### config.mk
export PLATFORM = sky130hd
export DESIGN_NAME = circular_deque_top
export DESIGN_NICKNAME = d
export VERILOG_FILES = /design/src/design/cd_pkg.sv /design/src/design/cd_ram.sv /design/src/design/circular_deque_top.sv
export SDC_FILE = /design/constraint.sdc
export NUM_CORES = 1
export LEC_CHECK = 0
export BUFFER_PORTS_ARGS = -buffer_cell sky130_fd_sc_hd__buf_2
export CORE_ASPECT_RATIO = 0.8
export CORE_UTILIZATION = 40
export CTS_CLUSTER_DIAMETER = 200
export DETAILED_ROUTE_END_ITERATION = 7
export PLACE_DENSITY_LB_ADDON = 0.1
export SLEW_MARGIN = 20
export SYNTH_ARGS = -nofsm -noshare
export SYNTH_HDL_FRONTEND = slang
export SYNTH_SLANG_ARGS = --single-unit
### constraint.sdc
create_clock -name clk -period 11.8 [get_ports clk]
set_clock_uncertainty 0.15 [all_clocks]
set_input_delay 1.18 -clock clk [delete_from_list [all_inputs] [get_ports clk]]
set_output_delay 1.18 -clock clk [all_outputs]
set_load 0.03 [all_outputs]
### src/design/cd_pkg.sv
// cd_pkg: shared constants and codes for the circular deque block.
// No dependencies; imported by circular_deque_top.
package cd_pkg;

  localparam int CD_DEPTH      = 8;
  localparam int CD_DATA_WIDTH = 32;
  localparam int FIELD_W       = 32;
  localparam int COUNT_W       = 4;
  localparam int IN_TDATA_W    = 40;
  localparam int OUT_TDATA_W   = 104;

  typedef enum logic [1:0] {
    OP_PUSH_FRONT = 2'd0,
    OP_PUSH_REAR  = 2'd1,
    OP_POP_FRONT  = 2'd2,
    OP_POP_REAR   = 2'd3
  } op_t;

  typedef enum logic [1:0] {
    ST_OK        = 2'd0,
    ST_OVERFLOW  = 2'd1,
    ST_UNDERFLOW = 2'd2
  } status_t;

  typedef enum logic {
    S_IDLE,
    S_FILL
  } state_t;

endpackage

### src/design/cd_ram.sv
// cd_ram: generic single-write, single-read RAM with registered read data.
// No dependencies.
module cd_ram #(
  parameter int WIDTH = 32,
  parameter int DEPTH = 8
) (
  input  logic                                 clk,
  input  logic                                 we,
  input  logic [(DEPTH > 1 ? $clog2(DEPTH) : 1)-1:0] waddr,
  input  logic [WIDTH-1:0]                     wdata,
  input  logic [(DEPTH > 1 ? $clog2(DEPTH) : 1)-1:0] raddr,
  output logic [WIDTH-1:0]                     rdata
);

  logic [WIDTH-1:0] mem [DEPTH];

  always_ff @(posedge clk) begin
    if (we) begin
      mem[waddr] <= wdata;
    end
    rdata <= mem[raddr];
  end

endmodule

### src/design/circular_deque_top.sv
// Circular deque: stream interface, control, and the front/rear word cache.
// Depends on cd_pkg and cd_ram.
//
// Usage:
//   Input stream (in_*): one word per operation; in_tdata holds the operation
//   code in the low two bits and the push value above it. Output stream
//   (out_*): exactly one word per accepted operation, in order, carrying the
//   popped value, status, front and rear values, empty/full flags and count.
//   Results: pushes, refused operations and pops that empty the deque have
//   their result registered in the cycle after acceptance; a pop that leaves
//   entries takes longer, because the new front or rear word comes from the
//   RAM's registered read port and passes through S_FILL before the output.
//   Throughput: pushes and refused operations run at one per cycle while
//   results are taken; a pop that leaves entries keeps in_tready low in S_FILL.
//   The front and rear words are cached in registers, so only the one RAM
//   read after a pop sets the cost.
//   Reset (rst_n low, synchronous) empties the deque and drops any pending
//   result; RAM contents are left as they are and never read before written.
//   When the receiver stalls, the result holds in the output register and
//   in_tready drops until it is taken.
module circular_deque_top
  import cd_pkg::*;
#(
  parameter int DEPTH      = CD_DEPTH,
  parameter int DATA_WIDTH = CD_DATA_WIDTH
) (
  input  logic                   clk,
  input  logic                   rst_n,
  input  logic                   in_tvalid,
  output logic                   in_tready,
  input  logic [IN_TDATA_W-1:0]  in_tdata,   // [1:0] operation, [33:2] push_value, rest zero
  output logic                   out_tvalid,
  input  logic                   out_tready,
  output logic [OUT_TDATA_W-1:0] out_tdata   // [31:0] popped_value, [33:32] status,
                                             // [65:34] front_value, [97:66] rear_value,
                                             // [98] is_empty, [99] is_full,
                                             // [103:100] entry_count
);

  localparam int IW = (DEPTH > 1) ? $clog2(DEPTH) : 1;
  localparam int CW = $clog2(DEPTH + 1);

  function automatic logic [IW-1:0] step_fwd(input logic [IW-1:0] i);
    return (i == IW'(DEPTH - 1)) ? '0 : i + 1'b1;
  endfunction

  function automatic logic [IW-1:0] step_back(input logic [IW-1:0] i);
    return (i == '0) ? IW'(DEPTH - 1) : i - 1'b1;
  endfunction

  // sign extend from DATA_WIDTH, then keep the low 32 bits
  function automatic logic [FIELD_W-1:0] to_field(input logic [DATA_WIDTH-1:0] w);
    logic [63:0] t;
    t = 64'(signed'(w));
    return t[FIELD_W-1:0];
  endfunction

  state_t state_r, state_nxt;
  logic [IW-1:0]         head_r, head_nxt, tail_r, tail_nxt;
  logic [CW-1:0]         count_r, count_nxt;
  logic [DATA_WIDTH-1:0] front_r, front_nxt, rear_r, rear_nxt;
  logic [FIELD_W-1:0]    pend_popped_r, pend_popped_nxt;
  logic                  pend_front_r, pend_front_nxt;

  logic                  out_valid_r, out_valid_nxt;
  logic [FIELD_W-1:0]    out_popped_r, out_front_r, out_rear_r;
  status_t               out_status_r;
  logic                  out_empty_r, out_full_r;
  logic [COUNT_W-1:0]    out_count_r;

  logic                  load_out;
  logic [FIELD_W-1:0]    res_popped, res_front, res_rear;
  status_t               res_status;

  logic                  we;
  logic [IW-1:0]         waddr, raddr;
  logic [DATA_WIDTH-1:0] wdata, rdata;

  logic                  in_fire, is_full, is_empty;
  op_t                   op;

  assign op        = op_t'(in_tdata[1:0]);
  assign wdata     = DATA_WIDTH'(in_tdata[33:2]);
  assign in_tready = (state_r == S_IDLE) && (!out_valid_r || out_tready);
  assign in_fire   = in_tvalid && in_tready;
  assign is_full   = (count_r == CW'(DEPTH));
  assign is_empty  = (count_r == '0);

  cd_ram #(
    .WIDTH (DATA_WIDTH),
    .DEPTH (DEPTH)
  ) u_ram (
    .clk   (clk),
    .we    (we),
    .waddr (waddr),
    .wdata (wdata),
    .raddr (raddr),
    .rdata (rdata)
  );

  always_comb begin
    state_nxt       = state_r;
    head_nxt        = head_r;
    tail_nxt        = tail_r;
    count_nxt       = count_r;
    front_nxt       = front_r;
    rear_nxt        = rear_r;
    pend_popped_nxt = pend_popped_r;
    pend_front_nxt  = pend_front_r;
    we              = 1'b0;
    waddr           = head_r;
    raddr           = head_r;
    load_out        = 1'b0;
    res_popped      = '0;
    res_status      = ST_OK;

    case (state_r)
      S_IDLE: begin
        if (in_fire) begin
          case (op)
            OP_PUSH_FRONT, OP_PUSH_REAR: begin
              load_out = 1'b1;
              if (is_full) begin
                res_status = ST_OVERFLOW;
              end else begin
                we        = 1'b1;
                count_nxt = count_r + 1'b1;
                if (is_empty) begin
                  head_nxt  = '0;
                  tail_nxt  = '0;
                  waddr     = '0;
                  front_nxt = wdata;
                  rear_nxt  = wdata;
                end else if (op == OP_PUSH_FRONT) begin
                  head_nxt  = step_back(head_r);
                  waddr     = head_nxt;
                  front_nxt = wdata;
                end else begin
                  tail_nxt  = step_fwd(tail_r);
                  waddr     = tail_nxt;
                  rear_nxt  = wdata;
                end
              end
            end
            OP_POP_FRONT, OP_POP_REAR: begin
              if (is_empty) begin
                load_out   = 1'b1;
                res_status = ST_UNDERFLOW;
              end else begin
                res_popped = (op == OP_POP_FRONT) ? to_field(front_r) : to_field(rear_r);
                count_nxt  = count_r - 1'b1;
                if (count_r == CW'(1)) begin
                  load_out = 1'b1;
                  head_nxt = '0;
                  tail_nxt = '0;
                end else begin
                  // new end word comes back from the RAM next cycle
                  pend_popped_nxt = res_popped;
                  pend_front_nxt  = (op == OP_POP_FRONT);
                  state_nxt       = S_FILL;
                  if (op == OP_POP_FRONT) begin
                    head_nxt = step_fwd(head_r);
                    raddr    = head_nxt;
                  end else begin
                    tail_nxt = step_back(tail_r);
                    raddr    = tail_nxt;
                  end
                end
              end
            end
            default: begin
              load_out = 1'b0;
            end
          endcase
        end
      end
      S_FILL: begin
        load_out   = 1'b1;
        res_popped = pend_popped_r;
        if (pend_front_r) begin
          front_nxt = rdata;
        end else begin
          rear_nxt = rdata;
        end
        state_nxt = S_IDLE;
      end
      default: begin
        state_nxt = S_IDLE;
      end
    endcase

    res_front = (count_nxt == '0) ? '1 : to_field(front_nxt);
    res_rear  = (count_nxt == '0) ? '1 : to_field(rear_nxt);

    if (load_out) begin
      out_valid_nxt = 1'b1;
    end else if (out_tready) begin
      out_valid_nxt = 1'b0;
    end else begin
      out_valid_nxt = out_valid_r;
    end
  end

  always_ff @(posedge clk) begin
    if (!rst_n) begin
      state_r     <= S_IDLE;
      head_r      <= '0;
      tail_r      <= '0;
      count_r     <= '0;
      out_valid_r <= 1'b0;
    end else begin
      state_r     <= state_nxt;
      head_r      <= head_nxt;
      tail_r      <= tail_nxt;
      count_r     <= count_nxt;
      out_valid_r <= out_valid_nxt;
    end
  end

  always_ff @(posedge clk) begin
    front_r       <= front_nxt;
    rear_r        <= rear_nxt;
    pend_popped_r <= pend_popped_nxt;
    pend_front_r  <= pend_front_nxt;
    if (load_out) begin
      out_popped_r <= res_popped;
      out_status_r <= res_status;
      out_front_r  <= res_front;
      out_rear_r   <= res_rear;
      out_empty_r  <= (count_nxt == '0);
      out_full_r   <= (count_nxt == CW'(DEPTH));
      out_count_r  <= COUNT_W'(count_nxt);
    end
  end

  assign out_tvalid = out_valid_r;
  assign out_tdata  = {out_count_r, out_full_r, out_empty_r, out_rear_r, out_front_r,
                       out_status_r, out_popped_r};

endmodule
Word-level counts from Yosys, hierarchy flattened
Memory sizes are Yosys's and may differ from the RTL's. A register that Yosys moved wholly into a read port is not among the register bits.
Cells that the tools add are included.

operators by class
  mux-type cells = 75
  reductions and logical operators = 16
  equality and inequality tests = 14
  bitwise operators = 4
  add/subtract/negate cells = 6

operator list
  operator               count
  $mux W32               16
  $pmux W32 S2           3
  $mux W3                28
  $mux W1                16
  $mux W4                4
  $ne A3 B3 Y1 const B   4
  $pmux W3 S2            2
  $reduce_and A6 Y1      2
  $eq A4 B4 Y1 const B   2
  $logic_not A4 Y1       2
  $pmux W4 S2            1
  $add A3 B1 Y3 const B  2
  $eq A3 B3 Y1 const B   2
  $logic_not A3 Y1       2
  $pmux W1 S2            3
  $reduce_or A2 Y1       3
  $sub A3 B1 Y3 const B  2
  $reduce_and A5 Y1      1
  $add A4 B1 Y4 const B  1
  $eq A2 B2 Y1 const B   2
  $eq A4 B1 Y1 const B   1
  $ne A2 B2 Y1 const B   2
  $not A1 Y1             4
  $pmux W2 S2            1
  8 further kinds        9

storage, ports and cells
  input port bits = 44
  memories kept = 1
  register bits after elaboration = 213
  memory bits (writable) = 256
  output and inout port bits = 106
  logic and storage cells = 132

memory list
  name       depth  bits a word  read ports  clocked after Yosys merged registers in  write ports  line          text
  u_ram.mem  8      32           1           1                                        1            cd_ram.sv:15  logic [WIDTH-1:0] mem [DEPTH];

Depth between registers and ports, before layout
  depth in word-level cells = 8
  gate-level depth with buffers = 12
  depth with buffers taken out = 9

Hierarchy
A second synthesis with hierarchy kept.

second synthesis, totals
  cell total of the unflattened synthesis = 1,341
  area, all modules = 21,048.9 µm²

modules (own cells, without submodules)
  module              instances  cells an instance  area an instance (µm²)
  circular_deque_top  1          926                10,582.6
  cd_ram              1          415                10,466.3

Worst setup path after synthesis
No wires, ideal clock.

  kind = input to register
  from = input out_tready
  to = memory u_ram.mem[0][0], enable pin
  slack = 6.739 ns
  buffers on the path = 1
  arrival = 4.451 ns
  data required time = 11.189 ns
  stages on the path = 6
  setup time = 0.461 ns
  cell sequence = nor2b_1 clkbuf_1 a2111oi_2 o21ai_0 o21a_1 nor3_1

between the ends
  word-level cells in the longest chain between the ends = 7
  elaborated cells between the ends (all ways) = 9

ends and longest elaborated chain
  item                           line                       text
  start, declared                circular_deque_top.sv:33   input logic out_tready,
  $logic_or A1 B1 Y1 *           circular_deque_top.sv:84   assign in_tready = (state_r == S_IDLE) && (!out_valid_r || out_tready);
  $logic_and A1 B1 Y1 *          circular_deque_top.sv:84
  $logic_and A1 B1 Y1 *          circular_deque_top.sv:85   assign in_fire = in_tvalid && in_tready;
  $mux W1                        circular_deque_top.sv:119  if (in_fire) begin
  $mux W1                        circular_deque_top.sv:117  case (state_r)
  $mux W1                        cd_ram.sv:18               if (we) begin
  $mux W1 (not written as such)  cd_ram.sv:19               mem[waddr] <= wdata;
  end, declared                  cd_ram.sv:15

Mark *: on every way between the ends. The rest lies on a longest branch, timed or not.

Worst setup path after layout
  from = register count_r[1]
  to = register u_ram.rdata[4], read port of u_ram.mem

between the ends
  word-level cells in the longest chain between the ends = 6
  elaborated cells between the ends (all ways) = 7

ends and longest elaborated chain
  item                    line                       text
  start, declared         circular_deque_top.sv:60   logic [CW-1:0] count_r, count_nxt;
  start signal, assigned  circular_deque_top.sv:215  count_r <= count_nxt;
  $eq A4 B1 Y1            circular_deque_top.sv:152  if (count_r == CW'(1)) begin
  $mux W3                 circular_deque_top.sv:152
  $mux W3 *               circular_deque_top.sv:146  if (is_empty) begin
  $mux W3 *               circular_deque_top.sv:120  case (op)
  $mux W3 *               circular_deque_top.sv:119
  $mux W3 *               circular_deque_top.sv:117
  end, declared           cd_ram.sv:12               output logic [WIDTH-1:0] rdata

Marks and branches as above.
A chain may end at the register's enable or synchronous reset.

==> results.yml <==
status:
  outcome: "finished clean"
logic_synthesis:
  synth-adder-area-share_pct: 0.704
  syn_nets: 1468
  yosysWarnings: 0
  synth_edf_count: 393
  synth_compound_area_share_pct: 13.4
  ys_seq_area_share_pct: 71.5
  synth_commonest_cells: "393 x edfxtp_1, 144 x nor2_1, 118 x nand2_1"
  synth.most_common_cell: "edfxtp_1"
  yosys.area.top_type: "edfxtp_1"
  ys_ff_latch: 501
  synthFlopType: "edfxtp_1"
  synth_area_leaders: "edfxtp_1 60%, dfxtp_1 11%, a211oi_1 3.8%, and3_1 3.2%, nor2_1 2.8%"
  yosysTopAreaCellShare_pct: 60.4
  synthXorXnorAreaFrac_pct: 0.0896
  synth_cells: 1413
  async_flop_share_pct: 0
  synthSimpleGateAreaFrac_pct: 9.74
  synthesis.area_um2: 19500
  synth_top_family_by_area: "compound AO/OA/AOI/OAI gates"
  ys_types: 56
  muxShareOfSynthArea_pct: 2.00
  avgSynthCellArea_um2: 13.8
timing:
  maxSlewViolCount: 0
  slew-limit-headroom_pct: 36.1
  clock.fmax_mhz: 231
  fin_crit_ps: 4320
  fin_tns_setup_ps: 0
  hold_viol_final: 0
  grt_setup_unrepaired: "no"
  fin_ws_ps: 7480
  finalSetupViolations: 0
  worstMarginPinSlew_ps: 959
  fin_crit_sh_pct: 36.6
power_and_ir_drop:
  pwr-share-comb_pct: 21.4
  pwr_density_cell_nw_per_um2: 221
  p_int_mw: 3.44
  swShare_pct: 31.0
  peakVddDrop_mv: 0.0995
  power_frac_seq_pct: 46.9
  switching_power_mw: 1.54
  p_clk_share_pct: 31.6
  power.leakage_nw: 7.83
setup_path:
  reg2reg_depth: 10
  path_buf_inv: 3
  regToRegStartpoint: "count_r[1]"
  start_kind: "register"
  path_class: "register to register"
  crit_chain: "inv_1, ha_1, nor2_1, o2111ai_4, nand2_2, buf_4, nand2_4, buf_4, mux2i_1, a2111oi_2"
  worstSetupEndpointType: "register"
  r2r-end: "u_ram.rdata[4]"
  crit_arrival_ps: 4620
  path_common_cell: "buf_4"
  slowest_delay_ps: 810
  reg2reg_slack_ps: 7480
  critPathMaxFanout: 65
  cp.depth: 10
  worstPathRequired_ps: 12090
  crit_slowest_cell: "buf_4"
  cpLargestDelayFamily: "buffers and inverters"
route:
  drt_wl_total_um: 51200
  post_drt_wl_per_cell_um: 23.1
  drt_iter0_drc: 918
  drtAntennaViolNets: 0
  avgViaCountPerCell: 5.57
  num_vias: 12319
  drc: 0
  dr.pass1.iters: 5
floorplanning:
  fp.dieArea_um2: 49800
  fp-row-count: 72
  start_util_pct: 40.5
  fp.dieW_um: 249
  io_pins: 150
  die_y_um: 200
  core_um2: 48300
clock_tree:
  cts_buffers: 51
  clock_latency_ps: 590
  tritoncts: "built"
  cts_setup_buffers: 0
  htree_levels: 2
  cts.sinks: 501
  ctsHoldBuffers: 0
  clk_pin_slew_ps: 60
  clock_path_buffers: 3
  ctsResizeCount: 0
  cts-root-buf: "clkbuf_16"
grt:
  grt_first_pass_wirelength_um: 76400
  grt_start_max_net_pins: 97
  grt_pass1_vias: 11932
  grtUsageTotal_pct: 20.6
  overflow: 0
  antenna_found_initial: 2
placement:
  pre_cts_ws_ps: 6890
  dp_hpwl_um: 27400
  place_congestion: 0.754
  placed_area_um2: 20900
  io_buffers: 143
final_layout:
  drive_above_1_share_pct: 18.9
  nets: 1597
  final_area_um2: 22500
  area_growth_pct: 15.4
  antenna_cells: 0
worst_hold_path:
  hold_class: "register to register"
  hold-path-cell-count: 2
  holdPathEnd: "front_r[1]"
  min_from: "front_r[1]"
flow_run:
  drv_cap: 0
## stage by stage
step | std cells | power, mW | util (%) | hold slack [ps]
after global placement | 2118 | 3.44 | 43.4 | 305
after global routing | 2213 | 5.21 | 46.7 | 352
after floorplan | 1413 | 3.09 | - | 298
after CTS | 2213 | 5.03 | 46.7 | 330
final | 2213 | 4.98 | 46.7 | 330
after detailed placement | 2118 | 3.45 | 43.4 | 314
## how the worst max path moves through the flow
| stage | from | endpoint | slack [ps] |
|---|---|---|---|
| after CTS | count_r[1] | u_ram.rdata[4] | 7440 |
| after detailed placement | in_tdata[1] | u_ram.rdata[4] | 6890 |
| final | count_r[1] | u_ram.rdata[4] | 7480 |
| after global placement | in_tdata[1] | u_ram.rdata[4] | 6850 |
| after floorplan | out_tready | u_ram.mem[0][0] | 6740 |
| after global routing | count_r[1] | u_ram.rdata[4] | 7140 |
## cell families after synthesis
group | after synthesis
simple gates | 410
buf+inv | 114
flops | 501
xor+xnor | 2
mux | 39
fa+ha+maj | 11
compound gates | 336
## per-layer routing
layer	global-route usage, %	routed length [um]
met1	29.7	24200
met2	32.4	23200
met3	3.26	2890
met4	5.28	849
met5	0	21
## flip-flops by register name, indices dropped and copies added, names as in the netlist
signal and cells:
pend_popped_r 32, out_full_r 1, front_r 32, out_status_r 2, head_r 3, out_rear_r 32
out_front_r 32, count_r 4, state_r 1, u_ram.mem 256, rear_r 32, out_count_r 4
out_empty_r 1, out_popped_r 32, out_tvalid 1, pend_front_r 1, u_ram.rdata 32, tail_r 3
## power groups by stage
stage          logic [mW]  clock network (mW)  registers (mW)
2_1_floorplan       0.580                   0            2.51
3_3_place_gp         1.07                   0            2.37
3_5_place_dp         1.07                   0            2.38
4_1_cts              1.08                1.61            2.34
5_1_grt              1.17                1.67            2.37
6_report             1.07                1.57            2.34
## area by class of cell
| cell class | instances | area [um^2] |
|---|---|---|
| Sequential cell | 501 | 14000 |
| Tap cell | 629 | 787 |
| Multi-Input combinational cell | 798 | 5180 |
| Clock inverter | 23 | 193 |
| Fill cell | 4302 | 25700 |
| Inverter | 16 | 60.1 |
| Clock buffer | 72 | 1420 |
| Timing Repair Buffer | 174 | 948 |
## worst min-delay path: cells and delay by family (launching register included)
kind          cells  cell delay (ps)
flops             1              320
simple gates      2              120
## cells in the final DEF (no fill, tap or decap), types with 3 or more instances in the layout
master	instances
mux2i_1	39
bufinv_16	3
inv_1	14
clkbuf_16	53
a2111oi_2	33
o21ai_1	10
a32o_1	32
nand3_1	3
buf_2	143
nand2_1	117
a22oi_1	3
nand2b_1	6
and3_1	99
buf_4	31
nor2b_1	4
ha_1	11
nor2_1	144
dfxtp_1	107
clkinv_2	9
o22ai_1	63
a211oi_1	100
clkbuf_1	17
clkinv_1	10
a21oi_1	8
nor3_2	9
edfxtp_1	393
a31oi_1	3
o21ai_0	62
nor3_1	9
Power figures use the tool's default switching activity.
